--- config.mk ---
export PLATFORM = sky130hd
export DESIGN_NAME = ansi_escape_stripper_flat
export DESIGN_NICKNAME = d
export VERILOG_FILES = /design/src/rtl/aesc_pkg.sv /design/src/rtl/aesc_if.sv /design/src/rtl/aesc_front.sv /design/src/rtl/aesc_queue.sv /design/src/rtl/aesc_back.sv /design/src/rtl/ansi_escape_stripper.sv /design/src/flat_wrapper.sv
export SDC_FILE = /design/constraint.sdc
export NUM_CORES = 1
export LEC_CHECK = 0
export BUFFER_PORTS_ARGS = -buffer_cell sky130_fd_sc_hd__buf_2
export CAP_MARGIN = 5
export CORE_ASPECT_RATIO = 1.2
export CORE_MARGIN = 2
export CORE_UTILIZATION = 55
export DETAILED_ROUTE_END_ITERATION = 10
export PLACE_DENSITY_LB_ADDON = 0.3
export SYNTH_ARGS = -nofsm -noshare
export SYNTH_HDL_FRONTEND = slang
export SYNTH_SLANG_ARGS = --single-unit
--- constraint.sdc ---
create_clock -name clk -period 2.5 [get_ports clk]
set_input_delay 0.25 -clock clk [delete_from_list [all_inputs] [get_ports clk]]
set_output_delay 0.25 -clock clk [all_outputs]
set_load 0.01 [all_outputs]
--- src/rtl/aesc_pkg.sv ---
`timescale 1ns / 1ps
// ----------------------------------------------------------------------------
// aesc_pkg
// Shared types and character codes for the escape sequence stripper.
// ----------------------------------------------------------------------------
package aesc_pkg;

	localparam logic [7:0] CH_ESC = 8'h1b;
	localparam logic [7:0] CH_BEL = 8'h07;
	localparam logic [7:0] CH_LBR = 8'h5b;
	localparam logic [7:0] CH_RBR = 8'h5d;
	localparam logic [7:0] CH_BSL = 8'h5c;
	localparam logic [7:0] FIN_LO = 8'h40;
	localparam logic [7:0] FIN_HI = 8'h7e;

	typedef enum logic [4:0] {
		MODE_NORMAL  = 5'b00001,
		MODE_ESC     = 5'b00010,
		MODE_CSI     = 5'b00100,
		MODE_OSC     = 5'b01000,
		MODE_OSC_ESC = 5'b10000
	} mode_t;

	// One queue entry: the results caused by one input byte.
	typedef struct packed {
		logic       esc_pre;     // emit a held ESC ahead of the data byte
		logic       data_valid;  // data byte is kept
		logic       eot;         // last input byte of the text
		logic [7:0] data;
	} cmd_t;

	// Queue status seen by the front and back
	typedef struct packed {
		logic full;
		logic empty;
	} q_stat_t;

endpackage

--- src/rtl/aesc_if.sv ---
`timescale 1ns / 1ps
// ----------------------------------------------------------------------------
// aesc_in_if / aesc_out_if
// Valid/ready channels for raw input bytes and for filtered results.
// ----------------------------------------------------------------------------
interface aesc_in_if;
	logic       valid;
	logic       ready;
	logic [7:0] data_byte;
	logic       is_last;

	modport source (output valid, output data_byte, output is_last, input ready);
	modport sink   (input valid, input data_byte, input is_last, output ready);
endinterface

interface aesc_out_if;
	logic       valid;
	logic       ready;
	logic [7:0] out_byte;
	logic       byte_valid;
	logic       run_last;
	logic       end_of_text;

	modport source (output valid, output out_byte, output byte_valid, output run_last,
		output end_of_text, input ready);
	modport sink   (input valid, input out_byte, input byte_valid, input run_last,
		input end_of_text, output ready);
endinterface

--- src/rtl/aesc_front.sv ---
`timescale 1ns / 1ps
// ----------------------------------------------------------------------------
// aesc_front
// Scan mode tracker: classifies each input byte and queues what it keeps and each end of text.
// ----------------------------------------------------------------------------
module aesc_front (
	input  logic                clk,
	input  logic                arst_n,
	aesc_in_if.sink             in_ch,
	input  aesc_pkg::q_stat_t   q_stat,
	output logic                push,
	output aesc_pkg::cmd_t      cmd
);

	aesc_pkg::mode_t mode_q;
	aesc_pkg::mode_t mode_d;
	logic            esc_pre;
	logic            keep;
	logic            in_fire;
	logic [7:0]      b;
	logic            last;

	assign b       = in_ch.data_byte;
	assign last    = in_ch.is_last;
	assign in_ch.ready = !q_stat.full;
	assign in_fire = in_ch.valid && in_ch.ready;

	always_comb begin
		mode_d  = mode_q;
		esc_pre = 1'b0;
		keep    = 1'b0;
		case (mode_q)
			aesc_pkg::MODE_ESC: begin
				if (b == aesc_pkg::CH_LBR) begin
					mode_d = aesc_pkg::MODE_CSI;
				end else if (b == aesc_pkg::CH_RBR) begin
					mode_d = aesc_pkg::MODE_OSC;
				end else begin
					// held ESC is kept, byte then looked at as plain text
					esc_pre = 1'b1;
					if (b == aesc_pkg::CH_ESC && !last) begin
						mode_d = aesc_pkg::MODE_ESC;
					end else begin
						keep   = 1'b1;
						mode_d = aesc_pkg::MODE_NORMAL;
					end
				end
			end
			aesc_pkg::MODE_CSI: begin
				if (b inside {[aesc_pkg::FIN_LO:aesc_pkg::FIN_HI]})
					mode_d = aesc_pkg::MODE_NORMAL;
			end
			aesc_pkg::MODE_OSC, aesc_pkg::MODE_OSC_ESC: begin
				if (mode_q == aesc_pkg::MODE_OSC_ESC && b == aesc_pkg::CH_BSL)
					mode_d = aesc_pkg::MODE_NORMAL;
				else if (b == aesc_pkg::CH_BEL)
					mode_d = aesc_pkg::MODE_NORMAL;
				else if (b == aesc_pkg::CH_ESC)
					mode_d = aesc_pkg::MODE_OSC_ESC;
				else
					mode_d = aesc_pkg::MODE_OSC;
			end
			default: begin
				if (b == aesc_pkg::CH_ESC && !last) begin
					mode_d = aesc_pkg::MODE_ESC;
				end else begin
					keep   = 1'b1;
					mode_d = aesc_pkg::MODE_NORMAL;
				end
			end
		endcase
		if (last)
			mode_d = aesc_pkg::MODE_NORMAL;
	end

	// A byte that keeps nothing and does not end the text leaves no entry.
	assign push           = in_fire && (esc_pre || keep || last);
	assign cmd.esc_pre    = esc_pre;
	assign cmd.data_valid = keep;
	assign cmd.eot        = last;
	assign cmd.data       = b;

	always_ff @(posedge clk or negedge arst_n) begin
		if (!arst_n) begin
			mode_q <= aesc_pkg::MODE_NORMAL;
		end else if (in_fire) begin
			mode_q <= mode_d;
		end
	end

	a_mode_onehot: assert property (@(posedge clk) disable iff (!arst_n)
		$onehot(mode_q)) else $error("scan mode not one-hot");

	a_last_resets: assert property (@(posedge clk) disable iff (!arst_n)
		in_fire && last |=> mode_q == aesc_pkg::MODE_NORMAL)
		else $error("mode not normal after end of text");

endmodule

--- src/rtl/aesc_queue.sv ---
`timescale 1ns / 1ps
// ----------------------------------------------------------------------------
// aesc_queue
// Small register FIFO of pending result entries between front and back.
// ----------------------------------------------------------------------------
module aesc_queue #(
	parameter int DEPTH = 2
) (
	input  logic               clk,
	input  logic               arst_n,
	input  logic               push,
	input  aesc_pkg::cmd_t     wr_cmd,
	input  logic               pop,
	output aesc_pkg::cmd_t     head,
	output aesc_pkg::q_stat_t  q_stat
);

	localparam int PW = (DEPTH > 1) ? $clog2(DEPTH) : 1;
	localparam int CW = $clog2(DEPTH + 1);

	aesc_pkg::cmd_t mem_q [DEPTH];
	logic [PW-1:0]  wr_ptr_q;
	logic [PW-1:0]  rd_ptr_q;
	logic [CW-1:0]  count_q;

	assign q_stat.full  = (count_q == CW'(DEPTH));
	assign q_stat.empty = (count_q == '0);
	assign head         = mem_q[rd_ptr_q];

	always_ff @(posedge clk) begin
		if (push)
			mem_q[wr_ptr_q] <= wr_cmd;
	end

	always_ff @(posedge clk or negedge arst_n) begin
		if (!arst_n) begin
			wr_ptr_q <= '0;
			rd_ptr_q <= '0;
			count_q  <= '0;
		end else begin
			if (push)
				wr_ptr_q <= (wr_ptr_q == PW'(DEPTH - 1)) ? '0 : wr_ptr_q + PW'(1);
			if (pop)
				rd_ptr_q <= (rd_ptr_q == PW'(DEPTH - 1)) ? '0 : rd_ptr_q + PW'(1);
			if (push && !pop)
				count_q <= count_q + CW'(1);
			else if (pop && !push)
				count_q <= count_q - CW'(1);
		end
	end

	a_no_overflow: assert property (@(posedge clk) disable iff (!arst_n)
		!(push && q_stat.full)) else $error("push into full queue");

	a_no_underflow: assert property (@(posedge clk) disable iff (!arst_n)
		!(pop && q_stat.empty)) else $error("pop from empty queue");

endmodule

--- src/rtl/aesc_back.sv ---
`timescale 1ns / 1ps
// ----------------------------------------------------------------------------
// aesc_back
// Result sequencer: turns each queue entry into one or two output transactions.
// ----------------------------------------------------------------------------
module aesc_back (
	input  logic               clk,
	input  logic               arst_n,
	input  aesc_pkg::cmd_t     head,
	input  aesc_pkg::q_stat_t  q_stat,
	output logic               pop,
	aesc_out_if.source         out_ch
);

	logic phase_q;   // held ESC already sent, data byte pending
	logic emit_esc;
	logic fire;
	logic final_res;

	assign emit_esc  = head.esc_pre && !phase_q;
	assign final_res = !(emit_esc && head.data_valid);

	assign out_ch.valid       = !q_stat.empty;
	assign out_ch.out_byte    = emit_esc ? aesc_pkg::CH_ESC
		: (head.data_valid ? head.data : 8'h00);
	assign out_ch.byte_valid  = emit_esc || head.data_valid;
	assign out_ch.run_last    = final_res;
	assign out_ch.end_of_text = head.eot && final_res;

	assign fire = out_ch.valid && out_ch.ready;
	assign pop  = fire && final_res;

	always_ff @(posedge clk or negedge arst_n) begin
		if (!arst_n) begin
			phase_q <= 1'b0;
		end else if (fire) begin
			phase_q <= !final_res;
		end
	end

	a_phase_entry: assert property (@(posedge clk) disable iff (!arst_n)
		phase_q |-> (!q_stat.empty && head.esc_pre && head.data_valid))
		else $error("second phase without a two-result entry");

endmodule

--- src/rtl/ansi_escape_stripper.sv ---
`timescale 1ns / 1ps
// ----------------------------------------------------------------------------
// ansi_escape_stripper
// Removes CSI and OSC terminal escape sequences from a byte stream.
// ----------------------------------------------------------------------------
//  channel | dir | handshake     | payload
//  in_ch   | in  | valid / ready | data_byte[7:0], is_last
//  out_ch  | out | valid / ready | out_byte[7:0], byte_valid, run_last, end_of_text
//
//  One input byte per cycle unless the queue is full; the mode register
//  updates in the cycle of acceptance. A byte that yields two results
//  (held ESC plus byte) takes two output transactions from the registered queue.
//  in_ch.ready drops only when the QUEUE_DEPTH-entry queue is full.
//  arst_n clears scan mode, queue and output phase; no other init time.
// ----------------------------------------------------------------------------
module ansi_escape_stripper #(
	parameter int QUEUE_DEPTH = 2
) (
	input  logic        clk,
	input  logic        arst_n,
	aesc_in_if.sink     in_ch,
	aesc_out_if.source  out_ch
);

	aesc_pkg::cmd_t    cmd;
	aesc_pkg::cmd_t    head;
	aesc_pkg::q_stat_t q_stat;
	logic              push;
	logic              pop;

	aesc_front u_front (
		.clk    (clk),
		.arst_n (arst_n),
		.in_ch  (in_ch),
		.q_stat (q_stat),
		.push   (push),
		.cmd    (cmd)
	);

	aesc_queue #(
		.DEPTH (QUEUE_DEPTH)
	) u_queue (
		.clk    (clk),
		.arst_n (arst_n),
		.push   (push),
		.wr_cmd (cmd),
		.pop    (pop),
		.head   (head),
		.q_stat (q_stat)
	);

	aesc_back u_back (
		.clk    (clk),
		.arst_n (arst_n),
		.head   (head),
		.q_stat (q_stat),
		.pop    (pop),
		.out_ch (out_ch)
	);

endmodule

--- src/flat_wrapper.sv ---
// flat-port wrapper written by rule: the top's interface ports become plain ports
module ansi_escape_stripper_flat 
#(
	parameter int QUEUE_DEPTH = 2
)
  (clk, arst_n, in_ch_valid, in_ch_data_byte, in_ch_is_last, in_ch_ready, out_ch_valid, out_ch_out_byte, out_ch_byte_valid, out_ch_run_last, out_ch_end_of_text, out_ch_ready);
  aesc_in_if in_ch_i ();
  aesc_out_if out_ch_i ();
  input  logic clk;
  input  logic arst_n;
  input wire logic [$bits(in_ch_i.valid)-1:0] in_ch_valid;
  input wire logic [$bits(in_ch_i.data_byte)-1:0] in_ch_data_byte;
  input wire logic [$bits(in_ch_i.is_last)-1:0] in_ch_is_last;
  output wire logic [$bits(in_ch_i.ready)-1:0] in_ch_ready;
  output wire logic [$bits(out_ch_i.valid)-1:0] out_ch_valid;
  output wire logic [$bits(out_ch_i.out_byte)-1:0] out_ch_out_byte;
  output wire logic [$bits(out_ch_i.byte_valid)-1:0] out_ch_byte_valid;
  output wire logic [$bits(out_ch_i.run_last)-1:0] out_ch_run_last;
  output wire logic [$bits(out_ch_i.end_of_text)-1:0] out_ch_end_of_text;
  input wire logic [$bits(out_ch_i.ready)-1:0] out_ch_ready;
  assign in_ch_i.valid = in_ch_valid;
  assign in_ch_i.data_byte = in_ch_data_byte;
  assign in_ch_i.is_last = in_ch_is_last;
  assign in_ch_ready = in_ch_i.ready;
  assign out_ch_valid = out_ch_i.valid;
  assign out_ch_out_byte = out_ch_i.out_byte;
  assign out_ch_byte_valid = out_ch_i.byte_valid;
  assign out_ch_run_last = out_ch_i.run_last;
  assign out_ch_end_of_text = out_ch_i.end_of_text;
  assign out_ch_i.ready = out_ch_ready;
  ansi_escape_stripper #(.QUEUE_DEPTH(QUEUE_DEPTH)) u_core (.clk(clk), .arst_n(arst_n), .in_ch(in_ch_i), .out_ch(out_ch_i));
endmodule
Word-level counts from Yosys, hierarchy flattened
Memory sizes are Yosys's and may differ from the RTL's.
Cells that the tools add are included.
W data, S select, Z words.
{ "classes": {"n_mux": 24, "addsub": 4, "n_lt_le_gt_ge": 2, "reduce_logical": 27, "eq_ne": 11} }
{ "op_table": {"columns": ["cell", "count"], "rows": [
  ["$mux W5", 5],
  ["$eq A8 B7 Y1 const B", 3],
  ["$mux W8", 2],
  ["$pmux W5 S3", 1],
  ["$logic_and A1 B1 Y1", 12],
  ["$mux W1", 10],
  ["$eq A8 B3 Y1 const B", 1],
  ["$eq A8 B5 Y1 const B", 1],
  ["$ge A8 B7 Y1 const B", 1],
  ["$le A8 B7 Y1 const B", 1],
  ["$mux W4", 2],
  ["$logic_not A1 Y1", 7],
  ["$mux W2", 3],
  ["$eq A5 B2 Y1 const B", 1],
  ["$eq A5 B3 Y1 const B", 1],
  ["$eq A5 B4 Y1 const B", 1],
  ["$eq A5 B5 Y1 const B", 1],
  ["$logic_or A1 B1 Y1", 3],
  ["$ne A3 B3 Y1 const B", 1],
  ["$reduce_or A3 Y1", 1],
  ["$add A1 B1 Y1 const B", 2],
  ["$add A2 B1 Y2 const B", 1],
  ["$eq A2 B2 Y1 const B", 1],
  ["$logic_not A2 Y1", 1],
  ["5 further kinds", 5]
]} }
{ "totals": {"memories": 1, "out_inout_bits": 13, "reg_bits": 10, "ram_bits": 22, "wordCells": 74, "in_bits": 13} }
{ "memory_table": {"columns": ["memory", "depth", "width", "rd", "rd_ports_with_merged_regs", "wr", "line_no", "source"], "rows": [
  ["u_core.u_queue.mem_q", 2, 11, 1, 0, 1, "aesc_queue.sv:21", "aesc_pkg::cmd_t mem_q [DEPTH];"]
]} }

Logic depth before layout (Yosys ltp)
Gate-level depths: netlist (run 1).
{ "logic_depth": {"word_depth": 13, "ltp_mapped": 9, "ltp_nobuf": 8} }

Modules after synthesis
From an unflattened synthesis (run 1), not the netlist that was laid out.
{ "unflattened": {"hier_cells": 144, "hier_area_um2": 1762.9} }
{ "modules_own_cells": {"columns": ["module", "instances", "area_per_inst_um2", "seq_area_each_um2", "cells_each"], "rows": [
  ["aesc_queue", 1, 1016.0, 760.7, 50],
  ["aesc_front", 1, 588.1, 126.4, 70],
  ["aesc_back", 1, 158.9, 25.0, 24]
]} }

Least setup slack after synthesis (run 1)
Ideal clock, no wire load.
{ "synth_path": {"kind": "register to register", "from": "reg u_core.u_front.mode_q[4]", "to": "mem u_core.u_queue.mem_q[0][0] in the netlist's numbering, enable pin", "path_buffers": 0, "required_ns": 2.120, "path_stages_with_launch": 6, "t_arrival_ns": 1.632, "setup_slack_ns": 0.489, "setup_ns": 0.380, "synth_period_minus_slack_ns": 2.011, "path_cell_list": "dfrtp_1 -> nor2_1 -> and4bb_1 -> a21oi_1 -> o22ai_2 -> nor2b_1"} }
{ "synth_via": {"elab_chain_len": 8, "word_cells_on_any_way": 12, "cone_classes": "eq/ne (4); mux (4); reduce/logical (4)"} }
{ "synth_rtl": {"columns": ["element", "line_no", "source"], "rows": [
  ["start, declared", "aesc_front.sv:15", "aesc_pkg::mode_t mode_q;"],
  ["start signal, assigned", "aesc_front.sv:85", "mode_q <= aesc_pkg::MODE_NORMAL;"],
  ["start signal, assigned", "aesc_front.sv:87", "mode_q <= mode_d;"],
  ["$eq A5 B5 Y1 (tied with other cells)", "aesc_front.sv:32", "case (mode_q)"],
  ["$reduce_or A3 Y1 (no source line)", null, null],
  ["$pmux W1 S2", "aesc_front.sv:32", null],
  ["$logic_or A1 B1 Y1 * (2 in series)", "aesc_front.sv:77", "assign push = in_fire && (esc_pre || keep || last);"],
  ["$logic_and A1 B1 Y1 *", "aesc_front.sv:77", null],
  ["net u_core.push", "ansi_escape_stripper.sv:28", "logic push;"],
  ["$mux W1 *", "aesc_queue.sv:31", "if (push)"],
  ["$mux W1 (not written as such) *", "aesc_queue.sv:32", "mem_q[wr_ptr_q] <= wr_cmd;"],
  ["end, declared", "aesc_queue.sv:21", null]
]} }
Mark *: on every way through the listed nets, which the timed path passes. The rest lies on a longest branch.

Worst setup path after layout (run 1)
{ "layout_path": {"from": "reg u_core.u_front.mode_q[1]", "to": "reg u_core.u_queue.count_q[1]"} }
{ "layout_via": {"elab_chain_len": 9, "word_cells_on_any_way": 15, "cone_classes": "eq/ne (4); mux (3); reduce/logical (8)"} }
{ "layout_rtl": {"columns": ["element", "line_no", "source"], "rows": [
  ["$eq A5 B5 Y1 (tied with other cells)", "aesc_front.sv:32", null],
  ["$reduce_or A3 Y1 (no source line)", null, null],
  ["$pmux W1 S2", "aesc_front.sv:32", null],
  ["$logic_or A1 B1 Y1 * (2 in series)", "aesc_front.sv:77", null],
  ["$logic_and A1 B1 Y1 *", "aesc_front.sv:77", null],
  ["net u_core.push", "ansi_escape_stripper.sv:28", null],
  ["$logic_not A1 Y1", "aesc_queue.sv:47", "else if (pop && !push)"],
  ["$logic_and A1 B1 Y1", "aesc_queue.sv:47", null],
  ["$reduce_bool A2 Y1 (no source line)", null, null],
  ["end signal, assigned", "aesc_queue.sv:46", "count_q <= count_q + CW'(1);"],
  ["end signal, assigned", "aesc_queue.sv:48", "count_q <= count_q - CW'(1);"],
  ["end, declared", "aesc_queue.sv:24", "logic [CW-1:0] count_q;"]
]} }
Marks and branches as above.
A chain may end at the register's enable or synchronous reset.

==> out/results.tsv, run 1 <==
stage	metric	value	unit
floorplan	initial_core_util	58.0	%
placed_design	hpwl	2520	um
floorplan	die_area	0.00339	mm^2
logic_synthesis	synth_area	0.00162	mm^2
critical_path	ff2ff_path_depth	8	
run	cap_violations	0	
logic_synthesis	synth_xor_area_share	4.33	%
logic_synthesis	synth_edf_count	22	
floorplan	ioPinCount	26	
detailed_routing	drc_errors	0	
power	power.density	956	mW/mm^2
timing	fin_crit	2.14	ns
cells_and_area	nets	186	
grt	grt_max_degree	15	
timing	finalHoldViolCount	0	
logic_synthesis	synthMuxAreaShare	3.72	%
critical_path	endpoint_kind	register	
clock_network	htreeDepth	2	
grt	grt_usage	23.1	%
clock_network	cts_setup_buffers	0	
logic_synthesis	synth_top_family_by_area	simple AND/OR/NAND/NOR gates	
timing	worst_pin_slew	0.534	ns
cells_and_area	final_cells	207	
critical_path	regToRegStartpoint	u_core.u_front.mode_q[1]$_DFFE_PN0P_	
floorplan	die_width	53.5	um
logic_synthesis	yosys_register_bits	32	
logic_synthesis	synth_compound_area_share	13.1	%
min_path	hold_start	in_ch_data_byte[7]	
critical_path	path_class	reg -> reg	
grt	grt_pass1_vias	1149	
min_path	hold_path_depth	1	
logic_synthesis	yosysSeqAreaShare	56.4	%
timing	setup_viol	0	
logic_synthesis	synth_area_per_cell	11.5	um^2
logic_synthesis	synthSimpleGateAreaFrac	19.3	%
floorplan	fp.dieH	63.4	um
cells_and_area	n_antenna_cell	0	
clock_network	cts_tree	yes	
critical_path	crit_path_max_fanout	7	
grt	grt_pass1_wl	5410	um
cells_and_area	nFillCells	251	
critical_path	crit_arrival	2.40	ns
logic_synthesis	syn-instance-count	140	
cells_and_area	utilization	66.4	%
logic_synthesis	synth_fp_nets	154	
critical_path	r2r_end	u_core.u_queue.count_q[1]$_DFFE_PN0P_	
logic_synthesis	synthAdderAreaFrac	0.774	%
power	p_leak	0.777	nW
cells_and_area	syn_to_final_growth	14.3	%
detailed_routing	drt-pass1-iter-count	4	
detailed_routing	drtIter0Drc	32	
floorplan	coreArea	0.00279	mm^2
placed_design	numPortBuffers	25	
min_path	hold_class	in -> reg	
detailed_routing	avgRoutedWirePerCell	16.2	um
clock_network	clockRootBuffer	clkbuf_4	
placed_design	placed_cells	198	
grt	antenna_found_initial	0	
critical_path	r2r_setup_slack	0.36	ns
cells_and_area	drive_gt1_share	22.5	%
detailed_routing	wirelength	3350	um
grt	overflow	0	
logic_synthesis	yosys_warnings	0	
detailed_routing	drt-vias-per-instance	5.75	
logic_synthesis	synthArstFlopShare	31.3	%
critical_path	start_kind	register	
clock_network	insertion_delay	0.33	ns
critical_path	crit_required	2.76	ns
status	status	completed	
clock_network	clock_sinks	32	
timing	relSlewSlack	64.4	%
detailed_routing	num_vias	1190	
timing	rsz0062_at_grt	no	
min_path	hold_path_end	u_core.u_queue.mem_q[1][7]$_DFFE_PP_	
clock_network	clockBufferDepth	2	
logic_synthesis	ys_types	44	
clock_network	numCtsBuffers	5	
timing	fin_crit_sh	85.7	%
timing	maxSlewViolCount	0	
timing	tns	0	ns
detailed_routing	detail-route-antenna-nets	0	
floorplan	fp-row-count	21	
clock_network	path_clk_slew	0.10	ns
power	peakVddDrop	0.000636	V
timing	skew	0.0106	ns
placed_design	gp_congestion	0.846	
logic_synthesis	synth_flop_cell	edfxtp_1	
timing	max_freq	467	MHz
cell families after synthesis:
family / after synthesis
AO/OA/AOI/OAI: 24
XOR/XNOR: 8
adder cells (fa/ha/maj): 1
buffers and inverters: 10
flip-flops: 32
multiplexers: 6
AND/OR/NAND/NOR: 59
worst max-delay path: stages, from the launching register on:
cell,delay (ns)
dfrtp_1,0.49
or4b_1,0.53
o31a_2,0.14
a21oi_4,0.17
o22ai_2,0.12
ha_1,0.21
xor2_1,0.14
nor2_1,0.12
xor2_1,0.15
area by class of cell:
class | instances | area (um^2) | share of cell area (%)
Sequential cell | 32 | 912 | 49.4
Multi-Input combinational cell | 98 | 668 | 36.2
Timing Repair Buffer | 28 | 150 | 8.12
Clock buffer | 7 | 45.0 | 2.44
Tap cell | 34 | 42.5 | 2.30
Inverter | 7 | 26.3 | 1.42
Clock inverter | 1 | 3.75 | 0.203
layer usage:
layer | vias to the layer above | wire length, um | GRT usage [%]
met4 | 0 | 53 | 8.65
li1 | 587 | - | -
met5 | - | 0 | 0
met1 | 563 | 1290 | 25.8
met2 | 34 | 1860 | 39.8
met3 | 6 | 143 | 7.11
power by group:
| group | internal [W] | total, W | switching [W] |
|---|---|---|---|
| logic | 0.000294 | 0.000692 | 0.000398 |
| clock network | 0.000108 | 0.000270 | 0.000162 |
| registers | 0.000729 | 0.000804 | 0.0000757 |
| total | 0.00113 | 0.00177 | 0.000636 |
registers in the layout (all words and copies together), names as in the netlist:
name / flops
u_core.u_front.mode_q: 5
u_core.u_queue.rd_ptr_q: 1
u_core.u_queue.mem_q: 22
u_core.u_queue.count_q: 2
u_core.u_queue.wr_ptr_q: 1
u_core.u_back.phase_q: 1
cell usage in the layout, fill, tap and decap left out, drive strengths merged, types with 3 or more instances in the layout:
| cell | netlist | routed |
|---|---|---|
| xor2 | 5 | 5 |
| clkbuf | 2 | 7 |
| dfrtp | 9 | 9 |
| or2 | 3 | 3 |
| mux2i | 6 | 6 |
| buf | 1 | 27 |
| a21oi | 3 | 3 |
| edfxtp | 22 | 22 |
| xnor2 | 3 | 3 |
| nand2b | 3 | 3 |
| nand3 | 11 | 11 |
| nand2 | 16 | 16 |
| inv | 7 | 7 |
| nor2 | 10 | 10 |
| o211ai | 5 | 5 |
| o21ai | 3 | 3 |
worst max-delay path by stage:
stage,startpoint,to,slack (ns),cells past startpoint
detailed placement,u_core.u_front.mode_q[4]$_DFFE_PN0P_,u_core.u_queue.mem_q[0][7]$_DFFE_PP_,0.21,5
global placement,u_core.u_front.mode_q[4]$_DFFE_PN0P_,u_core.u_queue.mem_q[0][7]$_DFFE_PP_,0.32,5
global route,u_core.u_front.mode_q[1]$_DFFE_PN0P_,u_core.u_queue.count_q[1]$_DFFE_PN0P_,0.20,8
floorplan,u_core.u_front.mode_q[4]$_DFFE_PN0P_,u_core.u_queue.mem_q[0][0]$_DFFE_PP_,0.49,5
CTS,u_core.u_front.mode_q[4]$_DFFE_PN0P_,u_core.u_queue.mem_q[0][9]$_DFFE_PP_,0.19,5
finish,u_core.u_front.mode_q[1]$_DFFE_PN0P_,u_core.u_queue.count_q[1]$_DFFE_PN0P_,0.36,8
cells in the mapped netlist, drive strengths merged, types with 3 or more instances:
cell type  number  area (um^2)
xnor2           3         26.3
a21oi           3         26.3
nand2b          3         18.8
dfrtp           9          225
inv             7         26.3
nor2           10         37.5
nand2          16         60.1
nand3          11         55.1
edfxtp         22          661
xor2            5         43.8
or2             3         18.8
mux2i           6         60.1
o21ai           3         15.0
o211ai          5         37.5
what timing repair did:
item / 4_1_cts / 5_1_grt
gates resized for setup: 0 / 1
endpoints found under the setup margin: 0 / 5
hold buffers: 1 / 0
hold endpoints to repair: 9 / 0
per-stage QoR:
stage | setup slack [ns] | total power, W | hold WS (ns) | cell area (um^2)
finish | 0.359 | 0.00177 | 0.155 | 1850
global route | 0.196 | 0.00190 | 0.129 | 1850
CTS | 0.192 | 0.00179 | 0.136 | 1850
detailed placement | 0.207 | 0.00151 | 0.127 | 1790
global placement | 0.323 | 0.00148 | 0.117 | 1790
floorplan | 0.489 | 0.00128 | -0.0456 | 1620
Note: power is estimated with default switching activity, not from simulation.
==> run 2: changes to the inputs <==
--- a/config.mk
+++ b/config.mk
@@ -12,6 +12,7 @@
 export CORE_UTILIZATION = 55
 export DETAILED_ROUTE_END_ITERATION = 10
 export PLACE_DENSITY_LB_ADDON = 0.3
+export REMOVE_ABC_BUFFERS = 1
 export SYNTH_ARGS = -nofsm -noshare
 export SYNTH_HDL_FRONTEND = slang
 export SYNTH_SLANG_ARGS = --single-unit
==> run 2 against run 1 <==
- cell count down 0.48%
- sequential power about the same
- core utilization fell by 0.27 points
- global-route usage increased by 0.71 points
- sequential share of layout area up 0.20 points
- clock-buffer cell count fell by 1
- wire length is 0.30% higher
- cell area fell by 0.41%
- critical path depth shrank 2
- flip-flop and latch count is the same
- critical path type is now reg -> out
- largest power group unchanged
- highest routed layer unchanged
==> out/results.tsv, run 2 (synthesis gave the netlist of run 1 again) <==
stage	metric	value	unit	change
status	status	completed		
clock_network	clockRootBuffer	clkbuf_4		
critical_path	critPathMaxStageDelay	0.47	ns	-0.06 ns
grt	grt_use_met2	40.1	%	+0.31 points
floorplan	coreArea	0.00279	mm^2	unchanged
grt	grt_pass1_wl	5600	um	+3.4%
grt	grt_usage	23.8	%	+0.71 points
timing	skew	0.00579	ns	-0.00479 ns
timing	setup_viol	0		unchanged
floorplan	die_width	53.5	um	unchanged
power	peakVddDrop	0.000690	V	+8.5%
grt	grt_max_degree	15		unchanged
clock_network	cts_setup_buffers	0		unchanged
placed_design	gp_congestion	0.907		+7.2%
critical_path	crit_arrival	1.91	ns	-0.49 ns
clock_network	cts_tree	yes		
power	power.total	0.00178	W	+0.55%
grt	grt_pass1_vias	1208		+5.1%
clock_network	clockBufferDepth	2		unchanged
cells_and_area	final_common_cell	buf_2		
cells_and_area	drive_gt1_share	22.1	%	-0.45 points
cells_and_area	n_antenna_cell	0		unchanged
clock_network	clock_sinks	32		unchanged
clock_network	htreeDepth	2		unchanged
floorplan	die_area	0.00339	mm^2	unchanged
timing	rsz0062_at_grt	no		
cells_and_area	nets	185		-0.54%
placed_design	numPortBuffers	25		unchanged
power	p_leak	0.772	nW	-0.65%
timing	whs	0.147	ns	-0.00757 ns
min_path	hold_class	in -> reg		
power	net-switching-power	0.000649	W	+2.0%
grt	antenna_found_initial	0		unchanged
timing	worst_pin_slew	0.574	ns	+0.0399 ns
floorplan	fp-row-count	21		unchanged
cells_and_area	final_cell_mix	buf_2 (25), edfxtp_1 (22), nand2_1 (16), nand3_1 (11), nor2_1 (10)		
grt	busiest_layer	met2		
power	power.density	965	mW/mm^2	+0.96%
detailed_routing	avgRoutedWirePerCell	16.3	um	+0.79%
grt	grt_use_met1	25.7	%	-0.083 points
power	pwr-share-seq	45.4	%	about the same
floorplan	initial_core_util	58.0	%	unchanged
clock_network	numCtsBuffers	5		unchanged
critical_path	ff2ff_path_depth	8		unchanged
cells_and_area	largest_reg_flops	22		unchanged
run	cap_violations	0		unchanged
timing	tns	0	ns	unchanged
cells_and_area	utilization	66.1	%	-0.27 points
timing	fin_crit_sh	86.2	%	+0.55 points
clock_network	insertion_delay	0.33	ns	about the same
critical_path	endpoint_kind	output port		
detailed_routing	drt-pass1-iter-count	4		unchanged
grt	use_met3	8.06	%	+0.95 points
detailed_routing	num_vias	1207		+1.4%
clock_network	path_clk_slew	0.09	ns	about the same
detailed_routing	detail-route-antenna-nets	0		unchanged
critical_path	start_kind	register		
power	swShare	36.5	%	+0.54 points
power	clkPwrFrac	14.8	%	-0.5 points
timing	fin_crit	2.16	ns	+0.0138 ns
critical_path	crit_required	2.25	ns	-0.51 ns
floorplan	fp.dieH	63.4	um	unchanged
critical_path	crit_path_max_fanout	14		+7
cells_and_area	syn_to_final_growth	13.9	%	
cells_and_area	reg_top3	u_core.u_queue.mem_q x22, u_core.u_front.mode_q x5, u_core.u_queue.count_q x2		
floorplan	ioPinCount	26		unchanged
power	combPwrFrac	39.7	%	+0.5 points
placed_design	hpwl	2460	um	-2.5%
timing	finalHoldViolCount	0		unchanged
detailed_routing	drt-vias-per-instance	5.86		+1.9%
critical_path	cp_cell_sequence	buf_4, mux2i_1, or2_1, nand2_1, nor2_1, buf_2		
critical_path	path_class	reg -> out		
detailed_routing	drtIter0Drc	57		+78%
power	intPower	0.00113	W	-0.29%
timing	maxSlewViolCount	0		unchanged
critical_path	critPathSlowestCell	dfrtp_1		
grt	overflow	0		unchanged
min_path	hold_path_depth	1		unchanged
cells_and_area	largest_register	u_core.u_queue.mem_q		
detailed_routing	drc_errors	0		unchanged
timing	max_freq	464	MHz	-0.64%
detailed_routing	wirelength	3360	um	+0.30%
timing	relSlewSlack	61.6	%	-2.8 points
## run 2: final timing paths
kind                            slack [ns]                               endpoint                                  start
worst min-delay path                  0.15   u_core.u_queue.mem_q[1][7]$_DFFE_PP_                     in_ch_data_byte[7]
worst min register to register        0.49  u_core.u_queue.count_q[1]$_DFFE_PN0P_  u_core.u_queue.count_q[1]$_DFFE_PN0P_
min in group asynchronous             0.31   u_core.u_front.mode_q[2]$_DFFE_PN0P_                                 arst_n
worst max register to register        0.36  u_core.u_queue.count_q[1]$_DFFE_PN0P_   u_core.u_front.mode_q[1]$_DFFE_PN0P_
max in group asynchronous             1.93   u_core.u_front.mode_q[0]$_DFFE_PN1P_                                 arst_n
worst max-delay path                  0.34                     out_ch_out_byte[5]    u_core.u_queue.rd_ptr_q$_DFFE_PN0P_
## run 2: critical path: cells and delay by family, from the launching register on
kind | cells | cell delay (ns)
mux | 1 | 0.19
buf+inv | 2 | 0.39
flops | 1 | 0.47
simple gates | 3 | 0.53
## run 2: repair_timing
| item | in CTS | in global routing |
|---|---|---|
| endpoints found under the hold margin | 9 | 0 |
| hold buffers | 1 | 0 |
| endpoints found under the setup margin | 0 | 11 |
| gates resized for setup | 0 | 1 |
## run 2: final cells by class
type	count	area, um^2
Clock buffer	6	41.3
Clock inverter	2	7.51
Fill cell	226	945
Inverter	7	26.3
Multi-Input combinational cell	98	668
Sequential cell	32	912
Tap cell	34	42.5
Timing Repair Buffer	27	143
## run 2: through the flow
| stage | instances | setup WS (ns) | instance area, um^2 |
|---|---|---|---|
| 2_1_floorplan | 137 | 0.489 | 1600 |
| 3_3_place_gp | 197 | 0.302 | 1780 |
| 3_5_place_dp | 197 | 0.158 | 1780 |
| 4_1_cts | 206 | 0.119 | 1840 |
| 5_1_grt | 206 | 0.180 | 1840 |
| 6_report | 206 | 0.345 | 1840 |
## run 2: power by group through the flow
| stage | registers, W | clock network (W) | logic [W] |
|---|---|---|---|
| after global placement | 0.000805 | 0 | 0.000676 |
| final | 0.000807 | 0.000263 | 0.000706 |
| after CTS | 0.000806 | 0.000271 | 0.000714 |
| after floorplan | 0.000819 | 0 | 0.000445 |
| after global routing | 0.000821 | 0.000289 | 0.000782 |
| after detailed placement | 0.000816 | 0 | 0.000707 |
## run 2: per-layer routing
metal,share of wire [%],wire [um]
met1,38,1270
met2,55,1840
met3,4.5,152
met4,2.9,97
met5,0,0
==> run 3: changes to the inputs <==
--- a/config.mk
+++ b/config.mk
@@ -11,7 +11,7 @@
 export CORE_MARGIN = 2
 export CORE_UTILIZATION = 55
 export DETAILED_ROUTE_END_ITERATION = 10
-export PLACE_DENSITY_LB_ADDON = 0.3
+export PLACE_DENSITY = 0.75
 export REMOVE_ABC_BUFFERS = 1
 export SYNTH_ARGS = -nofsm -noshare
 export SYNTH_HDL_FRONTEND = slang
==> run 3 against run 2 <==
- combinational power down 1%
- register-to-register slack worse by 0.19 ns
- largest power group unchanged
- setup slack worse by 0.18 ns
- critical path type is now reg -> reg
==> out/results.tsv, run 3 (synthesis gave the netlist of run 1 again) <==
stage	metric	value	unit	change
grt	antenna_found_initial	0		unchanged
cells_and_area	finalInstanceArea	0.00185	mm^2	+0.34%
cells_and_area	utilization	66.3	%	+0.22 points
clock_network	clockBufferDepth	2		unchanged
critical_path	endpoint_kind	register		
detailed_routing	drt-vias-per-instance	5.92		+1.0%
placed_design	preCtsSetupSlack	0.177	ns	+0.0195 ns
min_path	hold_class	in -> reg		
timing	worst_pin_slew	0.877	ns	+0.303 ns
timing	setup_viol	0		unchanged
floorplan	ioPinCount	26		unchanged
floorplan	initial_core_util	58.0	%	unchanged
cells_and_area	syn_to_final_growth	14.2	%	
timing	relSlewSlack	41.4	%	-20 points
detailed_routing	detail-route-antenna-nets	0		unchanged
power	peakVddDrop	0.000705	V	+2.2%
power	p_leak	0.779	nW	+0.83%
grt	use_met3	7.35	%	-0.71 points
grt	grt_pass1_wl	5220	um	-6.6%
detailed_routing	drc_errors	0		unchanged
timing	fin_crit_sh	93.2	%	+7.0 points
timing	finalHoldViolCount	0		unchanged
clock_network	numCtsBuffers	5		unchanged
run	cap_violations	0		unchanged
detailed_routing	drt-pass1-iter-count	4		unchanged
placed_design	numPortBuffers	25		unchanged
cells_and_area	largest_register	u_core.u_queue.mem_q		
timing	skew	0.00472	ns	-0.00107 ns
cells_and_area	n_antenna_cell	0		unchanged
timing	final.setup.worst_slack	0.170	ns	-0.175 ns
floorplan	die_width	53.5	um	unchanged
timing	rsz0062_at_grt	no		
critical_path	start_kind	register		
cells_and_area	final_cell_mix	buf_2 (25), edfxtp_1 (22), nand2_1 (16), nand3_1 (11), nor2_1 (10)		
placed_design	gp_congestion	0.850		-6.3%
placed_design	place_area	0.00179	mm^2	+0.42%
detailed_routing	num_vias	1225		+1.5%
cells_and_area	nFillCells	230		+1.8%
cells_and_area	nets	186		+0.54%
status	status	completed		
timing	fin_crit	2.33	ns	+0.175 ns
grt	grt_use_met1	24.6	%	-1.1 points
cells_and_area	seqCellArea	912	um^2	unchanged
cells_and_area	reg_top3	u_core.u_queue.mem_q x22, u_core.u_front.mode_q x5, u_core.u_queue.count_q x2		
critical_path	crit_path_max_fanout	11		-3
detailed_routing	wirelength	3280	um	-2.5%
clock_network	insertion_delay	0.34	ns	about the same
clock_network	clockRootBuffer	clkbuf_4		
critical_path	path_class	reg -> reg		
clock_network	clock_sinks	32		unchanged
grt	grt_pass1_vias	1165		-3.6%
critical_path	crit_required	2.48	ns	+0.23 ns
cells_and_area	drive_gt1_share	22.5	%	+0.45 points
clock_network	htreeDepth	2		unchanged
timing	max_freq	429	MHz	-7.5%
critical_path	r2r_setup_slack	0.17	ns	-0.19 ns
cells_and_area	multiInputGateArea	666	um^2	-0.37%
min_path	hold_path_depth	1		unchanged
detailed_routing	drtIter0Drc	33		-42%
critical_path	crit_arrival	2.31	ns	+0.40 ns
cells_and_area	final_common_cell	buf_2		
floorplan	die_area	0.00339	mm^2	unchanged
grt	busiest_layer	met2		
grt	grt_max_degree	15		unchanged
timing	tns	0	ns	unchanged
placed_design	hpwl	2450	um	-0.40%
critical_path	regToRegStartpoint	u_core.u_front.mode_q[4]$_DFFE_PN0P_		
min_path	hold_start	in_ch_data_byte[7]		
floorplan	fp.dieH	63.4	um	unchanged
grt	grt_use_met2	35.2	%	-4.9 points
clock_network	path_clk_slew	0.09	ns	about the same
cells_and_area	largest_reg_flops	22		unchanged
critical_path	r2r_end	u_core.u_queue.mem_q[0][6]$_DFFE_PP_		
floorplan	coreArea	0.00279	mm^2	unchanged
floorplan	fp-row-count	21		unchanged
timing	maxSlewViolCount	0		unchanged
grt	overflow	0		unchanged
clock_network	cts_tree	yes		
grt	grt_usage	22.5	%	-1.3 points
min_path	hold_path_end	u_core.u_queue.mem_q[1][7]$_DFFE_PP_		
critical_path	ff2ff_path_depth	5		-3
power	power.density	966	mW/mm^2	about the same
detailed_routing	avgRoutedWirePerCell	15.8	um	-3.0%
## run 3: cell types whose count changed in the layout (fill, tap and decap cells not counted)
cell | previous run | this run
nor2b_2 | 1 | 0
clkinv_1 | 2 | 0
nor2b_1 | 1 | 2
buf_4 | 1 | 2
clkinv_2 | 0 | 1
clkbuf_1 | 1 | 2
## run 3: critical path, cell delays in order (launching register included)
cell,delay [ns]
dfrtp_1,0.45
nor2_1,0.22
and4bb_1,0.26
a21oi_1,0.08
o22ai_2,0.21
nor2b_1,0.74
## run 3: worst max path at each step
stage / start / end / slack [ns]
after CTS: u_core.u_front.mode_q[4]$_DFFE_PN0P_ / u_core.u_queue.mem_q[0][10]$_DFFE_PP_ / 0.18
final: u_core.u_front.mode_q[4]$_DFFE_PN0P_ / u_core.u_queue.mem_q[0][6]$_DFFE_PP_ / 0.17
after global placement: u_core.u_front.mode_q[4]$_DFFE_PN0P_ / u_core.u_queue.mem_q[0][7]$_DFFE_PP_ / 0.30
after detailed placement: u_core.u_front.mode_q[4]$_DFFE_PN0P_ / u_core.u_queue.mem_q[0][5]$_DFFE_PP_ / 0.18
after global routing: u_core.u_front.mode_q[4]$_DFFE_PN0P_ / u_core.u_queue.mem_q[0][1]$_DFFE_PP_ / 0.02
after floorplan: u_core.u_front.mode_q[4]$_DFFE_PN0P_ / u_core.u_queue.mem_q[0][0]$_DFFE_PP_ / 0.49
## run 3: layer usage
metal | vias up | part of all wire [%]
li1 | 589 | -
met1 | 580 | 40
met2 | 40 | 51
met3 | 16 | 4.8
met4 | 0 | 4.2
met5 | - | 0
## run 3: area by class of cell
class | instances | area share (%)
inverters | 7 | 1.42
well taps | 34 | 2.30
repair buffers | 28 | 8.13
clock inverters | 1 | 0.271
flip-flops and latches | 32 | 49.4
clock buffers | 7 | 2.44
multi-input cells | 98 | 36.0
## run 3: timing repair
action,4_1_cts,5_1_grt
buffers inserted,0,0
endpoints found under the hold margin,10,0
gates resized for setup,0,0
hold buffers,1,0
## run 3: power by group
group	total [W]	switching [W]	internal [W]
combinational	0.000699	0.000407	0.000292
sequential	0.000800	0.0000711	0.000729
clock	0.000284	0.000174	0.000109
total	0.00178	0.000653	0.00113
## run 3: per-stage QoR
step	total power (W)	hold slack, ns	instances
2_1_floorplan	0.00126	-0.0456	137
3_3_place_gp	0.00148	0.119	198
3_5_place_dp	0.00152	0.122	198
4_1_cts	0.00181	0.118	207
5_1_grt	0.00190	0.136	207
6_report	0.00178	0.135	207
